File: config.mk
export PLATFORM = sky130hd
export DESIGN_NAME = catmull_rom_spline_sampler_top_flat
export DESIGN_NICKNAME = d
export VERILOG_FILES = /design/src/rtl/core/crs_pkg.sv /design/src/rtl/core/crs_req_if.sv /design/src/rtl/core/crs_rsp_if.sv /design/src/rtl/core/crs_csr_if.sv /design/src/rtl/core/crs_window.sv /design/src/rtl/core/crs_datapath.sv /design/src/rtl/core/crs_seq.sv /design/src/rtl/core/catmull_rom_spline_sampler_top.sv /design/src/flat_wrapper.sv
export SDC_FILE = /design/constraint.sdc
export NUM_CORES = 2
export LEC_CHECK = 0
export ABC_AREA = 1
export BUFFER_PORTS_ARGS = -buffer_cell sky130_fd_sc_hd__clkbuf_2
export CORE_ASPECT_RATIO = 1.4
export CORE_MARGIN = 4
export CORE_UTILIZATION = 45
export CTS_CLUSTER_DIAMETER = 150
export DETAILED_ROUTE_END_ITERATION = 8
export SLEW_MARGIN = 20
export SYNTH_ARGS = -nofsm -noshare
export SYNTH_HDL_FRONTEND = slang
export SYNTH_SLANG_ARGS = --single-unit
File: constraint.sdc
create_clock -name clock -period 7.3 [get_ports clock]
set_clock_uncertainty 0.2 [all_clocks]
set_input_delay 2.19 -clock clock [delete_from_list [all_inputs] [get_ports clock]]
set_output_delay 2.19 -clock clock [all_outputs]
set_load 0.005 [all_outputs]
File: src/rtl/core/crs_pkg.sv
// Shared types, widths and sequencer phase codes of the Catmull-Rom spline sampler.
// No dependencies; every other file of the sampler depends on this package.
package crs_pkg;

   localparam int COORD_WIDTH = 16;
   localparam int STEP_WIDTH  = 16;
   localparam int COEF_WIDTH  = COORD_WIDTH + 4;
   localparam int ACC_WIDTH   = COORD_WIDTH + 6;
   localparam int PROD_WIDTH  = ACC_WIDTH + STEP_WIDTH + 1;
   localparam int FIN_WIDTH   = PROD_WIDTH + 1;
   localparam int PHASE_WIDTH = 3;

   localparam logic [STEP_WIDTH-1:0] MIN_STEP     = STEP_WIDTH'(1024);
   localparam logic [STEP_WIDTH-1:0] T_STEP_RESET = STEP_WIDTH'(1311);

   // Horner phases of one sample, x and y interleaved on the shared multiplier
   localparam logic [PHASE_WIDTH-1:0] PH_DX  = 3'd0;
   localparam logic [PHASE_WIDTH-1:0] PH_DY  = 3'd1;
   localparam logic [PHASE_WIDTH-1:0] PH_UX  = 3'd2;
   localparam logic [PHASE_WIDTH-1:0] PH_UY  = 3'd3;
   localparam logic [PHASE_WIDTH-1:0] PH_VX  = 3'd4;
   localparam logic [PHASE_WIDTH-1:0] PH_VY  = 3'd5;
   localparam logic [PHASE_WIDTH-1:0] PH_OUT = 3'd6;

   typedef logic signed [COORD_WIDTH-1:0] coord_type;
   typedef logic signed [COEF_WIDTH-1:0]  coef_type;

   typedef struct packed {
      coord_type x;
      coord_type y;
   } point_type;

   typedef struct packed {
      coef_type a;
      coef_type b;
      coef_type c;
      coef_type d;
   } poly_type;

   typedef struct packed {
      logic                   load;
      logic                   run;
      logic [PHASE_WIDTH-1:0] phase;
   } ctl_type;

   typedef struct packed {
      coord_type x;
      coord_type y;
      logic      sat;
   } result_type;

endpackage

File: src/rtl/core/crs_req_if.sv
// Control point request channel: valid/ready plus point coordinates and restart flag.
// Depends on crs_pkg for the coordinate width.
interface crs_req_if;
   logic                                 valid;
   logic                                 ready;
   logic signed [crs_pkg::COORD_WIDTH-1:0] point_x;
   logic signed [crs_pkg::COORD_WIDTH-1:0] point_y;
   logic                                 restart;

   modport source (output valid, point_x, point_y, restart, input ready);
   modport sink   (input valid, point_x, point_y, restart, output ready);
endinterface

File: src/rtl/core/crs_rsp_if.sv
// Sample response channel: valid/ready plus sample coordinates and flags.
// Depends on crs_pkg for the coordinate width.
interface crs_rsp_if;
   logic                                 valid;
   logic                                 ready;
   logic signed [crs_pkg::COORD_WIDTH-1:0] sample_x;
   logic signed [crs_pkg::COORD_WIDTH-1:0] sample_y;
   logic                                 last_of_segment;
   logic                                 saturated;

   modport source (output valid, sample_x, sample_y, last_of_segment, saturated, input ready);
   modport sink   (input valid, sample_x, sample_y, last_of_segment, saturated, output ready);
endinterface

File: src/rtl/core/crs_csr_if.sv
// Configuration write channel carrying the t_step register value.
// Depends on crs_pkg for the step width.
interface crs_csr_if;
   logic                             valid;
   logic                             ready;
   logic [crs_pkg::STEP_WIDTH-1:0]   t_step;

   modport source (output valid, t_step, input ready);
   modport sink   (input valid, t_step, output ready);
endinterface

File: src/rtl/core/crs_window.sv
// Three-point history window, fill count and per-segment polynomial coefficient registers.
// Depends on crs_pkg.
module crs_window (
   input  logic               clock,
   input  logic               reset,
   input  logic               accept,
   input  crs_pkg::point_type point,
   input  logic               restart,
   input  crs_pkg::ctl_type   ctl,
   output logic               full,
   output crs_pkg::poly_type  poly_x,
   output crs_pkg::poly_type  poly_y
);
   import crs_pkg::*;

   point_type  win_ff [0:2];
   point_type  p3_ff;
   logic [1:0] held_ff;
   logic [1:0] held_in;
   poly_type   poly_x_ff;
   poly_type   poly_y_ff;

   function automatic poly_type make_poly(coord_type p0, coord_type p1,
                                          coord_type p2, coord_type p3);
      coef_type e0;
      coef_type e1;
      coef_type e2;
      coef_type e3;
      poly_type r;
      e0 = COEF_WIDTH'(p0);
      e1 = COEF_WIDTH'(p1);
      e2 = COEF_WIDTH'(p2);
      e3 = COEF_WIDTH'(p3);
      r.a = e1 <<< 1;
      r.b = e2 - e0;
      r.c = (e0 <<< 1) - ((e1 <<< 2) + e1) + (e2 <<< 2) - e3;
      r.d = e1 + (e1 <<< 1) - e2 - (e2 <<< 1) + e3 - e0;
      return r;
   endfunction

   assign full = (held_ff == 2'd3);

   always_comb begin
      held_in = held_ff;
      if (accept) begin
         if (restart) begin
            held_in = 2'd1;
         end else if (!full) begin
            held_in = held_ff + 2'd1;
         end
      end
   end

   always_ff @(posedge clock) begin
      if (reset) begin
         held_ff <= 2'd0;
      end else begin
         held_ff <= held_in;
      end
   end

   always_ff @(posedge clock) begin
      if (accept) begin
         if (restart) begin
            win_ff[0] <= point;
         end else if (!full) begin
            win_ff[held_ff] <= point;
         end else begin
            p3_ff <= point;
         end
      end else if (ctl.load) begin
         // capture coefficients from the old window, then advance it
         poly_x_ff <= make_poly(win_ff[0].x, win_ff[1].x, win_ff[2].x, p3_ff.x);
         poly_y_ff <= make_poly(win_ff[0].y, win_ff[1].y, win_ff[2].y, p3_ff.y);
         win_ff[0] <= win_ff[1];
         win_ff[1] <= win_ff[2];
         win_ff[2] <= p3_ff;
      end
   end

   assign poly_x = poly_x_ff;
   assign poly_y = poly_y_ff;

endmodule

File: src/rtl/core/crs_datapath.sv
// Shared multiply unit with Horner accumulators, rounding and coordinate clipping.
// Depends on crs_pkg; driven phase by phase by crs_seq.
module crs_datapath (
   input  logic                           clock,
   input  crs_pkg::ctl_type               ctl,
   input  logic [crs_pkg::STEP_WIDTH-1:0] t,
   input  crs_pkg::poly_type              poly_x,
   input  crs_pkg::poly_type              poly_y,
   output crs_pkg::result_type            result
);
   import crs_pkg::*;

   localparam logic signed [PROD_WIDTH-1:0] RND_U =
      PROD_WIDTH'(64'sd1 <<< (STEP_WIDTH - 1));
   localparam logic signed [FIN_WIDTH-1:0] RND_F =
      FIN_WIDTH'(64'sd1 <<< STEP_WIDTH);
   localparam logic signed [FIN_WIDTH-1:0] COORD_HI =
      FIN_WIDTH'((64'sd1 <<< (COORD_WIDTH - 1)) - 64'sd1);
   localparam logic signed [FIN_WIDTH-1:0] COORD_LO = -COORD_HI - FIN_WIDTH'(1);

   logic signed [ACC_WIDTH-1:0]    mul_opnd;
   logic signed [STEP_WIDTH:0]     mul_t;
   logic signed [PROD_WIDTH-1:0]   prod_in;
   logic signed [PROD_WIDTH-1:0]   prod_ff;
   logic signed [PROD_WIDTH-1:0]   rnd_u;
   coef_type                       add_coef;
   coef_type                       fin_coef;
   logic signed [ACC_WIDTH-1:0]    acc_in;
   logic signed [ACC_WIDTH-1:0]    accx_ff;
   logic signed [ACC_WIDTH-1:0]    accy_ff;
   logic signed [FIN_WIDTH-1:0]    fin_sum;
   logic signed [FIN_WIDTH-1:0]    fin_q;
   coord_type                      clip_val;
   logic                           clip_sat;
   coord_type                      sx_ff;
   logic                           satx_ff;

   always_comb begin
      mul_opnd = accx_ff;
      add_coef = poly_x.c;
      fin_coef = poly_x.a;
      unique case (ctl.phase)
         PH_DX: begin
            mul_opnd = ACC_WIDTH'(poly_x.d);
         end
         PH_DY: begin
            mul_opnd = ACC_WIDTH'(poly_y.d);
            add_coef = poly_x.c;
         end
         PH_UX: begin
            mul_opnd = accx_ff;
            add_coef = poly_y.c;
         end
         PH_UY: begin
            mul_opnd = accy_ff;
            add_coef = poly_x.b;
         end
         PH_VX: begin
            mul_opnd = accx_ff;
            add_coef = poly_y.b;
         end
         PH_VY: begin
            mul_opnd = accy_ff;
            fin_coef = poly_x.a;
         end
         PH_OUT: begin
            fin_coef = poly_y.a;
         end
         default: begin
            mul_opnd = accx_ff;
         end
      endcase
   end

   assign mul_t   = signed'({1'b0, t});
   assign prod_in = mul_opnd * mul_t;
   assign rnd_u   = (prod_ff + RND_U) >>> STEP_WIDTH;
   assign acc_in  = ACC_WIDTH'(rnd_u) + ACC_WIDTH'(add_coef);
   assign fin_sum = FIN_WIDTH'(prod_ff) + (FIN_WIDTH'(fin_coef) <<< STEP_WIDTH) + RND_F;
   assign fin_q   = fin_sum >>> (STEP_WIDTH + 1);

   always_comb begin
      clip_sat = 1'b0;
      clip_val = COORD_WIDTH'(fin_q);
      if (fin_q > COORD_HI) begin
         clip_sat = 1'b1;
         clip_val = COORD_WIDTH'(COORD_HI);
      end else if (fin_q < COORD_LO) begin
         clip_sat = 1'b1;
         clip_val = COORD_WIDTH'(COORD_LO);
      end
   end

   always_ff @(posedge clock) begin
      if (ctl.run) begin
         if (ctl.phase != PH_OUT) begin
            prod_ff <= prod_in;
         end
         if (ctl.phase == PH_DY || ctl.phase == PH_UY) begin
            accx_ff <= acc_in;
         end
         if (ctl.phase == PH_UX || ctl.phase == PH_VX) begin
            accy_ff <= acc_in;
         end
         if (ctl.phase == PH_VY) begin
            sx_ff   <= clip_val;
            satx_ff <= clip_sat;
         end
      end
   end

   assign result.x   = sx_ff;
   assign result.y   = clip_val;
   assign result.sat = satx_ff | clip_sat;

endmodule

File: src/rtl/core/crs_seq.sv
// Segment sequencer: steps t through the segment and walks the Horner phases.
// Depends on crs_pkg.
module crs_seq (
   input  logic                           clock,
   input  logic                           reset,
   input  logic                           start,
   input  logic                           rsp_free,
   input  logic [crs_pkg::STEP_WIDTH-1:0] t_step,
   output crs_pkg::ctl_type               ctl,
   output logic [crs_pkg::STEP_WIDTH-1:0] t,
   output logic                           emit,
   output logic                           last,
   output logic                           idle
);
   import crs_pkg::*;

   localparam logic [1:0] ST_IDLE = 2'd0;
   localparam logic [1:0] ST_LOAD = 2'd1;
   localparam logic [1:0] ST_CALC = 2'd2;

   logic [1:0]             state_ff;
   logic [1:0]             state_in;
   logic [PHASE_WIDTH-1:0] phase_ff;
   logic [PHASE_WIDTH-1:0] phase_in;
   logic [STEP_WIDTH-1:0]  t_ff;
   logic [STEP_WIDTH-1:0]  t_in;
   logic [STEP_WIDTH-1:0]  step_ff;
   logic [STEP_WIDTH-1:0]  step_in;
   logic [STEP_WIDTH:0]    t_sum;

   assign t_sum = {1'b0, t_ff} + {1'b0, step_ff};

   always_comb begin
      state_in = state_ff;
      phase_in = phase_ff;
      t_in     = t_ff;
      step_in  = step_ff;
      emit     = 1'b0;
      unique case (state_ff)
         ST_IDLE: begin
            if (start) begin
               state_in = ST_LOAD;
               phase_in = PH_DX;
               t_in     = '0;
               step_in  = (t_step < MIN_STEP) ? MIN_STEP : t_step;
            end
         end
         ST_LOAD: begin
            state_in = ST_CALC;
         end
         ST_CALC: begin
            if (phase_ff == PH_OUT) begin
               // hold until the response register frees
               if (rsp_free) begin
                  emit     = 1'b1;
                  phase_in = PH_DX;
                  t_in     = t_sum[STEP_WIDTH-1:0];
                  if (t_sum[STEP_WIDTH]) begin
                     state_in = ST_IDLE;
                  end
               end
            end else begin
               phase_in = phase_ff + PHASE_WIDTH'(1);
            end
         end
         default: begin
            state_in = ST_IDLE;
         end
      endcase
   end

   always_ff @(posedge clock) begin
      if (reset) begin
         state_ff <= ST_IDLE;
         phase_ff <= PH_DX;
         t_ff     <= '0;
         step_ff  <= MIN_STEP;
      end else begin
         state_ff <= state_in;
         phase_ff <= phase_in;
         t_ff     <= t_in;
         step_ff  <= step_in;
      end
   end

   assign ctl.load  = (state_ff == ST_LOAD);
   assign ctl.run   = (state_ff == ST_CALC);
   assign ctl.phase = phase_ff;
   assign t         = t_ff;
   assign last      = t_sum[STEP_WIDTH];
   assign idle      = (state_ff == ST_IDLE);

endmodule

File: src/rtl/core/catmull_rom_spline_sampler_top.sv
// Top level of the uniform Catmull-Rom spline sampler: channels, t_step register, response register.
// Depends on crs_pkg, the crs_*_if interfaces, crs_window, crs_datapath and crs_seq.
//
//   channel  | dir | payload                                         | accepted when
//   req_chan | in  | point_x, point_y, restart                       | valid && ready
//   rsp_chan | out | sample_x, sample_y, last_of_segment, saturated  | valid && ready
//   csr_chan | in  | t_step                                          | valid (ready held high)
//
// A restart or filling request only updates the point window. A segment request first
// loads the coefficients, then yields n = ceil(65536 / max(t_step, 1024)) samples, at most 64:
// one shared signed multiplier runs six Horner products per sample plus one output step.
// Reset is synchronous; the point window has no clearing pass.
// A stalled response holds the sequencer at the output step of the next sample.
module catmull_rom_spline_sampler_top (
   input  logic      clock,
   input  logic      reset,
   crs_req_if.sink   req_chan,
   crs_rsp_if.source rsp_chan,
   crs_csr_if.sink   csr_chan
);
   import crs_pkg::*;

   logic                  req_accept;
   logic                  start;
   logic                  full;
   logic                  idle;
   logic                  rsp_free;
   logic                  emit;
   logic                  last;
   logic [STEP_WIDTH-1:0] t;
   logic [STEP_WIDTH-1:0] t_step_ff;
   point_type             point;
   ctl_type               ctl;
   poly_type              poly_x;
   poly_type              poly_y;
   result_type            result;
   logic                  rsp_valid_ff;
   coord_type             rsp_x_ff;
   coord_type             rsp_y_ff;
   logic                  rsp_last_ff;
   logic                  rsp_sat_ff;

   assign req_chan.ready = idle;
   assign req_accept     = req_chan.valid & idle;
   assign start          = req_accept & ~req_chan.restart & full;
   assign point.x        = req_chan.point_x;
   assign point.y        = req_chan.point_y;
   assign csr_chan.ready = 1'b1;
   assign rsp_free       = ~rsp_valid_ff | rsp_chan.ready;

   always_ff @(posedge clock) begin
      if (reset) begin
         t_step_ff <= T_STEP_RESET;
      end else if (csr_chan.valid) begin
         t_step_ff <= csr_chan.t_step;
      end
   end

   crs_window u_window (
      .clock   (clock),
      .reset   (reset),
      .accept  (req_accept),
      .point   (point),
      .restart (req_chan.restart),
      .ctl     (ctl),
      .full    (full),
      .poly_x  (poly_x),
      .poly_y  (poly_y)
   );

   crs_seq u_seq (
      .clock    (clock),
      .reset    (reset),
      .start    (start),
      .rsp_free (rsp_free),
      .t_step   (t_step_ff),
      .ctl      (ctl),
      .t        (t),
      .emit     (emit),
      .last     (last),
      .idle     (idle)
   );

   crs_datapath u_datapath (
      .clock  (clock),
      .ctl    (ctl),
      .t      (t),
      .poly_x (poly_x),
      .poly_y (poly_y),
      .result (result)
   );

   always_ff @(posedge clock) begin
      if (reset) begin
         rsp_valid_ff <= 1'b0;
      end else if (emit) begin
         rsp_valid_ff <= 1'b1;
      end else if (rsp_chan.ready) begin
         rsp_valid_ff <= 1'b0;
      end
   end

   always_ff @(posedge clock) begin
      if (emit) begin
         rsp_x_ff    <= result.x;
         rsp_y_ff    <= result.y;
         rsp_last_ff <= last;
         rsp_sat_ff  <= result.sat;
      end
   end

   assign rsp_chan.valid           = rsp_valid_ff;
   assign rsp_chan.sample_x        = rsp_x_ff;
   assign rsp_chan.sample_y        = rsp_y_ff;
   assign rsp_chan.last_of_segment = rsp_last_ff;
   assign rsp_chan.saturated       = rsp_sat_ff;

endmodule

File: src/flat_wrapper.sv
// flat-port wrapper written by rule: the top's interface ports become plain ports
module catmull_rom_spline_sampler_top_flat import crs_pkg::*;
  (clock, reset, req_chan_valid, req_chan_point_x, req_chan_point_y, req_chan_restart, req_chan_ready, rsp_chan_valid, rsp_chan_sample_x, rsp_chan_sample_y, rsp_chan_last_of_segment, rsp_chan_saturated, rsp_chan_ready, csr_chan_valid, csr_chan_t_step, csr_chan_ready);
  crs_req_if req_chan_i ();
  crs_rsp_if rsp_chan_i ();
  crs_csr_if csr_chan_i ();
  input  logic clock;
  input  logic reset;
  input wire logic [$bits(req_chan_i.valid)-1:0] req_chan_valid;
  input wire logic [$bits(req_chan_i.point_x)-1:0] req_chan_point_x;
  input wire logic [$bits(req_chan_i.point_y)-1:0] req_chan_point_y;
  input wire logic [$bits(req_chan_i.restart)-1:0] req_chan_restart;
  output wire logic [$bits(req_chan_i.ready)-1:0] req_chan_ready;
  output wire logic [$bits(rsp_chan_i.valid)-1:0] rsp_chan_valid;
  output wire logic [$bits(rsp_chan_i.sample_x)-1:0] rsp_chan_sample_x;
  output wire logic [$bits(rsp_chan_i.sample_y)-1:0] rsp_chan_sample_y;
  output wire logic [$bits(rsp_chan_i.last_of_segment)-1:0] rsp_chan_last_of_segment;
  output wire logic [$bits(rsp_chan_i.saturated)-1:0] rsp_chan_saturated;
  input wire logic [$bits(rsp_chan_i.ready)-1:0] rsp_chan_ready;
  input wire logic [$bits(csr_chan_i.valid)-1:0] csr_chan_valid;
  input wire logic [$bits(csr_chan_i.t_step)-1:0] csr_chan_t_step;
  output wire logic [$bits(csr_chan_i.ready)-1:0] csr_chan_ready;
  assign req_chan_i.valid = req_chan_valid;
  assign req_chan_i.point_x = req_chan_point_x;
  assign req_chan_i.point_y = req_chan_point_y;
  assign req_chan_i.restart = req_chan_restart;
  assign req_chan_ready = req_chan_i.ready;
  assign rsp_chan_valid = rsp_chan_i.valid;
  assign rsp_chan_sample_x = rsp_chan_i.sample_x;
  assign rsp_chan_sample_y = rsp_chan_i.sample_y;
  assign rsp_chan_last_of_segment = rsp_chan_i.last_of_segment;
  assign rsp_chan_saturated = rsp_chan_i.saturated;
  assign rsp_chan_i.ready = rsp_chan_ready;
  assign csr_chan_i.valid = csr_chan_valid;
  assign csr_chan_i.t_step = csr_chan_t_step;
  assign csr_chan_ready = csr_chan_i.ready;
  catmull_rom_spline_sampler_top u_core (.clock(clock), .reset(reset), .req_chan(req_chan_i), .rsp_chan(rsp_chan_i), .csr_chan(csr_chan_i));
endmodule
Word level (Yosys, flattened, before mapping):

Memories as Yosys holds them, arrays and structs flattened.
Index checks and enable logic that the tools add are counted.

* word-level logic and storage cells: 144
* output and inout port bits: 37
* bits in registers: 374
* memories kept: 1
* RAM bits: 96
* input bits: 54

* muxes and demuxes: 42
* $mul: 1
* add/subtract/negate cells: 27
* magnitude comparators: 3
* bitwise operators: 9
* reduce and logical (&&, ||, !) cells: 19
* eq/ne operators: 16

Memory list
* u_core.u_window.win_ff: words 3, width 32, read ports 3, clocked after Yosys merged registers in 0, wr ports 3, RTL line crs_window.sv:16 `point_type win_ff [0:2];`

Operators by type and width (count)
* $mux 16: 6
* $sub 20x16->20: 4
* $pmux 22 s3: 1
* $mux 32: 2
* $pmux 20 s3: 1
* $add 20x16->20: 2
* $add 20x18->20: 2
* $add 39x36->40: 1
* $add 40x18->40 const B: 1
* $sub 17x19->20: 2
* $sub 19x17->20: 2
* $mul 22x17->39: 1
* $add 18x16->19: 2
* $add 38x17->38 const B: 1
* $sub 18x16->19: 2
* $add 16x17->18: 2
* $sub 16x16->17: 2
* $pmux 16 s2: 1
* $reduce_or 32->1: 1
* $gt 23x16->1 const B: 1
* $lt 23x16->1 const B: 1
* $add 22x20->22: 1
* $mux 20: 1
* $mux 1: 18
* 28 further kinds: 59

Longest topological paths before layout:

* word-level depth: 8
* depth in mapped cells: 36
* depth with buffers taken out: 34

Modules after synthesis:

Synthesis repeated with hierarchy kept, for this count alone.

* cells, all modules: 5452
* area total of the unflattened synthesis: 46359.5 µm²

By module, submodules not included
* crs_window: cells an instance 2277, instances 1, area each 21768.4 µm², sequential area each 8267.9 µm²
* crs_datapath: cells an instance 2689, instances 1, area each 20558.5 µm², sequential area each 2552.4 µm²
* crs_seq: cells an instance 372, instances 1, area each 2386.0 µm², sequential area each 740.7 µm²
* catmull_rom_spline_sampler_top: cells an instance 114, instances 1, area each 1646.6 µm², sequential area each 1361.3 µm²

Worst setup path before layout:

OpenSTA, ideal clock, no wires.

* path kind: register -> register
* start point: register u_core.u_seq.state_ff[0]
* end point: memory u_core.u_window.win_ff[1][0] (netlist bit), enable pin
* path buffers: 2
* stages on the path, launching flop included: 7
* data required time: 6.710 ns
* data arrival time: 6.155 ns
* period minus slack after synthesis: 6.745 ns
* setup time: 0.390 ns
* setup slack: 0.555 ns
* cell sequence: dfxtp_1 inv_1 nor2_1 clkbuf_1 clkbuf_1 inv_1 nand2_1

RTL lines
* from (decl): RTL line crs_seq.sv:21 `logic [1:0] state_ff;`
* from (signal assigned): RTL line crs_seq.sv:79 `state_ff <= state_in;`
* to (decl): RTL line crs_window.sv:16

Worst setup path in the final report:

* start point: register u_core.u_seq.phase_ff[1]
* end point: register u_core.u_datapath.prod_ff[25] (data pin)

* cells in the longest elaborated chain, start to end: 4
* elaborated cells on any way between the ends: 7
* those cells by class: mul (1); eq/ne (3); mux (1); reduce/logical (2)

RTL lines
* from (decl): RTL line crs_seq.sv:23 `logic [PHASE_WIDTH-1:0] phase_ff;`
* from (signal assigned): RTL line crs_seq.sv:80 `phase_ff <= phase_in;`
* $eq 3x2->1 or $eq 3x3->1 (tied branches): RTL line crs_datapath.sv:42 `unique case (ctl.phase)`
* $reduce_or 2->1 (no line)
* $pmux 22 s3 *: RTL line crs_datapath.sv:42
* $mul 22x17->39 *: RTL line crs_datapath.sv:76 `assign prod_in = mul_opnd * mul_t;`
* net u_core.u_datapath.prod_in[25]: RTL line crs_datapath.sv:23 `logic signed [PROD_WIDTH-1:0] prod_in;`
* to (signal assigned): RTL line crs_datapath.sv:97 `prod_ff <= prod_in;`
* to (decl): RTL line crs_datapath.sv:24 `logic signed [PROD_WIDTH-1:0] prod_ff;`

Mark *: on every way through the listed nets, which the timed path passes. The rest lies on a longest branch.
A chain may end at the register's enable or synchronous reset.

==> summary.txt <==
Run status -> finished, final reports clean
Number of synthesized flops with an enable pin -> 393
R2R cell count -> 24
Worst-Skew Late Latency -> 0.62 ns
Fmax -> 141 MHz
TritonRoute pass-1 iters -> 6
Syn_area_per_cell -> 9.05 um2
GRT overflow -> 0
Crit Path Max Fanout -> 19
Vias -> 31900
Final Max Tran Viols -> 0
# placed instances -> 6217
Root Driver -> clkbuf_16
#FFs+latches synth -> 449
Post-Route WL -> 124 mm
Synth warn -> 0
Sequential cell area -> 12900 um2
Worst r2r src -> u_core.u_seq.phase_ff[1]
Die Y -> 377 um
TritonCTS buffer count -> 50
P per Cell Area -> 144 nW/um2
Slowest CP cell -> fa_1
Hold WC Path Type -> reg -> reg
Hold path start -> u_core.u_datapath.sx_ff[8]
Yosys cell types -> 54
Port Buffers -> 89
Initial Utilization -> 0.453
First-pass GRT wire length -> 193 mm
Net Count, Synth -> 5753
Peak VDD IR -> 172 uV
Fin cells -> 6316
DRC viols -> 0
CP peak stage delay -> 0.59 ns
CP most frequent cell -> fa_1
Hold path depth -> 0
Startpoint Class -> flip-flop
Leak Pwr -> 22.8 nW
Reg2reg end -> u_core.u_datapath.prod_ff[25]
Fraction of the yosys area taken by sequential cells -> 0.295
Fin crit share -> 0.969
Final Hold Viols -> 0
Die X-Extent -> 272 um
Final min period -> 7.07 ns
Site row count -> 135
WL/cell -> 19.7 um
Predominant post-synthesis flop cell -> edfxtp_1
CTS Buffer Depth -> 3
Initial antenna violation count -> 1
All-Layer GR Usage -> 0.246
Worst hold endpoint -> u_core.rsp_chan.sample_x[8]
Mapped Area -> 43800 um2
Setup TNS -> 0 ns
Setup Viol. Count Final -> 0
DP Wirelength -> 104 mm
CTS tree -> done
Worst-Margin Slew -> 1.06 ns
GP Congestion -> 0.971
Worst Path Arrival -> 7.26 ns
Crit-path leading delay family -> adder cells
1st-iter DRT viols -> 1857
Asr flop ratio synth -> 0
Area Overhead vs Synth -> 9.61%
CTS Hold Buffers Added -> 0
H-tree level count -> 2
Worst R2R Setup Slack -> 0.23 ns
Worst-path clk slew -> 0.07 ns
Max-cap viol count -> 0
WP data required -> 7.48 ns
Area of the multi-input gates -> 26500 um2
Post-layout nets -> 5891
Die ar. -> 102000 um2
Share of layout cells above drive strength 1 -> 0.0644
Worst path bufs/invs -> 6
Antenna Nets Post-Route -> 0
Post-Syn Instances -> 4835
Slew headroom -> 0.290
# fillers -> 9387
Core Area -> 96600 um2
WS Path Type -> reg -> reg
Crit end category -> flip-flop
CTS sink cnt -> 449
# IOs -> 91
Largest net degree at the start of global routing -> 140
Worst-path cell chain -> inv_1 > nand2_1 > nor2_1 > buf_4 > nand2_1 > nand4_1 > buf_4 > nand2_1 > fa_1 > inv_1 > fa_1 > fa_1 > fa_1 > fa_1 > inv_1 > fa_1 > inv_1 > ha_1 > a21o_1 > a31oi_1 > nand2_1 > a21oi_2 > o21ai_1 > xor2_1
Vias per cell -> 5.06
Vias in the first global route -> 34000
## worst register-to-register path, stage by stage (launching register included)
cell and delay, ns:
dfxtp_1 0.31, inv_1 0.06, nand2_1 0.09, nor2_1 0.19, buf_4 0.25, nand2_1 0.23
nand4_1 0.17, buf_4 0.23, nand2_1 0.11, fa_1 0.55, inv_1 0.05, fa_1 0.47
fa_1 0.59, fa_1 0.45, fa_1 0.52, inv_1 0.06, fa_1 0.48, inv_1 0.04
ha_1 0.35, a21o_1 0.21, a31oi_1 0.29, nand2_1 0.17, a21oi_2 0.25, o21ai_1 0.14
xor2_1 0.35
## logic make-up (layout without fill, tap and decap cells)
family	count (synthesis)	after routing	share of synthesized area
XOR/XNOR	182	182	0.0364
adder cells (fa/ha/maj)	864	864	0.347
other	1	2	0.0000857
AO/OA/AOI/OAI	588	588	0.0733
AND/OR/NAND/NOR	1592	1592	0.146
buffers and inverters	1159	1338	0.102
flip-flops	449	449	0.295
## routing by layer
metal / wire length [um] / up-vias / GRT usage
met5: 0 / - / 0
met4: 8250 / 0 / 0.132
met3: 4120 / 260 / 0.0198
met2: 65800 / 677 / 0.462
met1: 46000 / 15700 / 0.276
li1: - / 15300 / -
## flip-flops by register name, summed over array words and instances, names as in the netlist
register,cells
u_core.u_datapath.satx_ff,1
u_core.rsp_chan.saturated,1
u_core.rsp_chan.last_of_segment,1
u_core.u_seq.phase_ff,3
u_core.u_datapath.accy_ff,22
u_core.u_window.held_ff,2
u_core.u_datapath.prod_ff,24
u_core.u_window.poly_x,73
u_core.u_datapath.accx_ff,22
u_core.u_datapath.sx_ff,16
u_core.u_seq.state_ff,2
u_core.u_seq.step_ff,16
u_core.rsp_chan.sample_x,16
u_core.u_window.poly_y,73
u_core.rsp_chan.valid,1
u_core.u_seq.t,16
u_core.u_window.p3_ff,32
u_core.u_window.win_ff,96
u_core.rsp_chan.sample_y,16
u_core.t_step_ff,16
## cell usage after synthesis, types with 3 or more instances
cell type,number,area (um2)
nand2_1,1144,4290
inv_1,1043,3920
fa_1,582,11700
edfxtp_1,393,11800
ha_1,282,3530
a21oi_1,248,1240
o21ai_0,240,1200
nor2_1,231,867
xor2_1,116,1020
nand3_1,92,460
clkbuf_1,68,255
xnor2_1,66,578
dfxtp_1,56,1120
nand4_1,54,338
nor3_1,30,150
buf_2,22,110
o21bai_1,17,128
a41oi_1,15,131
a31oi_1,14,87.6
buf_4,14,105
a21o_1,10,75.1
a21boi_0,9,67.6
nand2_2,8,50.1
a211oi_1,6,45.0
o31ai_1,6,45.0
and2_1,5,31.3
nor2_2,5,31.3
and3_1,4,25.0
clkinv_1,4,15.0
inv_2,4,15.0
nor4_1,4,25.0
o21a_1,4,30.0
o221ai_1,4,35.0
nand3b_1,3,22.5
o211ai_1,3,22.5
o21ai_2,3,26.3
or2_2,3,18.8
## cell usage in the layout, fill, tap and decap left out, types with 7 or more instances in the layout
master,netlist,routed
nand3_1,92,92
inv_1,1043,1042
o21bai_1,17,17
nand2_2,8,10
nand2_1,1144,1142
a21oi_1,248,243
ha_1,282,282
clkinv_1,4,16
edfxtp_1,393,393
nor2_1,231,226
nand4_1,54,54
clkinv_2,0,8
nor3_1,30,26
xor2_1,116,116
clkbuf_2,0,89
buf_4,14,92
a21o_1,10,10
clkbuf_16,0,51
a41oi_1,15,15
dfxtp_1,56,56
o21ai_0,240,238
a31oi_1,14,14
xnor2_1,66,66
a21boi_0,9,7
nor2_2,5,7
fa_1,582,581
## how the worst max path moves through the flow
stage                                                to  slack [ns]                startpoint  depth (start not counted)
after floorplan            u_core.u_window.win_ff[1][0]        0.56  u_core.u_seq.state_ff[0]                          6
after global routing      u_core.u_datapath.prod_ff[28]      -0.004  u_core.u_seq.phase_ff[2]                         28
after detailed placement  u_core.u_datapath.prod_ff[33]        0.09  u_core.u_seq.phase_ff[1]                         27
final                     u_core.u_datapath.prod_ff[25]        0.23  u_core.u_seq.phase_ff[1]                         24
after global placement    u_core.u_datapath.prod_ff[33]        0.13  u_core.u_seq.phase_ff[1]                         27
after CTS                 u_core.u_datapath.prod_ff[33]        0.01  u_core.u_seq.phase_ff[1]                         27
## report_power, final
part	internal, mW	switching, mW
logic	0.533	0.896
registers	2.90	0.0367
clock network	1.44	1.11
## what timing repair did
action / CTS / global route
setup buffers: 0 / 5
setup endpoints to repair: 0 / 18
gates resized for setup: 0 / 28
## metrics by stage
stage               setup WS (ns)  power (mW)  hold WS [ns]  cell area, um2   util
global route             -0.00363        7.26         0.216           48000  0.496
finish                      0.226        6.91         0.204           48000  0.496
floorplan                   0.555        3.97         0.200           43800      -
global placement            0.131        4.39         0.200           46200  0.478
CTS                        0.0117        6.98         0.211           47800  0.495
detailed placement         0.0852        4.41         0.205           46200  0.478
## area by class of cell
| class | instances | area share |
|---|---|---|
| tap | 1301 | 0.0339 |
| clock inverter | 33 | 0.00579 |
| multi-input combinational | 3227 | 0.552 |
| clock buffer | 60 | 0.0281 |
| antenna | 1 | 0.0000522 |
| inverter | 1051 | 0.0823 |
| timing repair buffer | 194 | 0.0279 |
| sequential | 449 | 0.269 |
No activity file was read; power rests on OpenSTA's default activity.
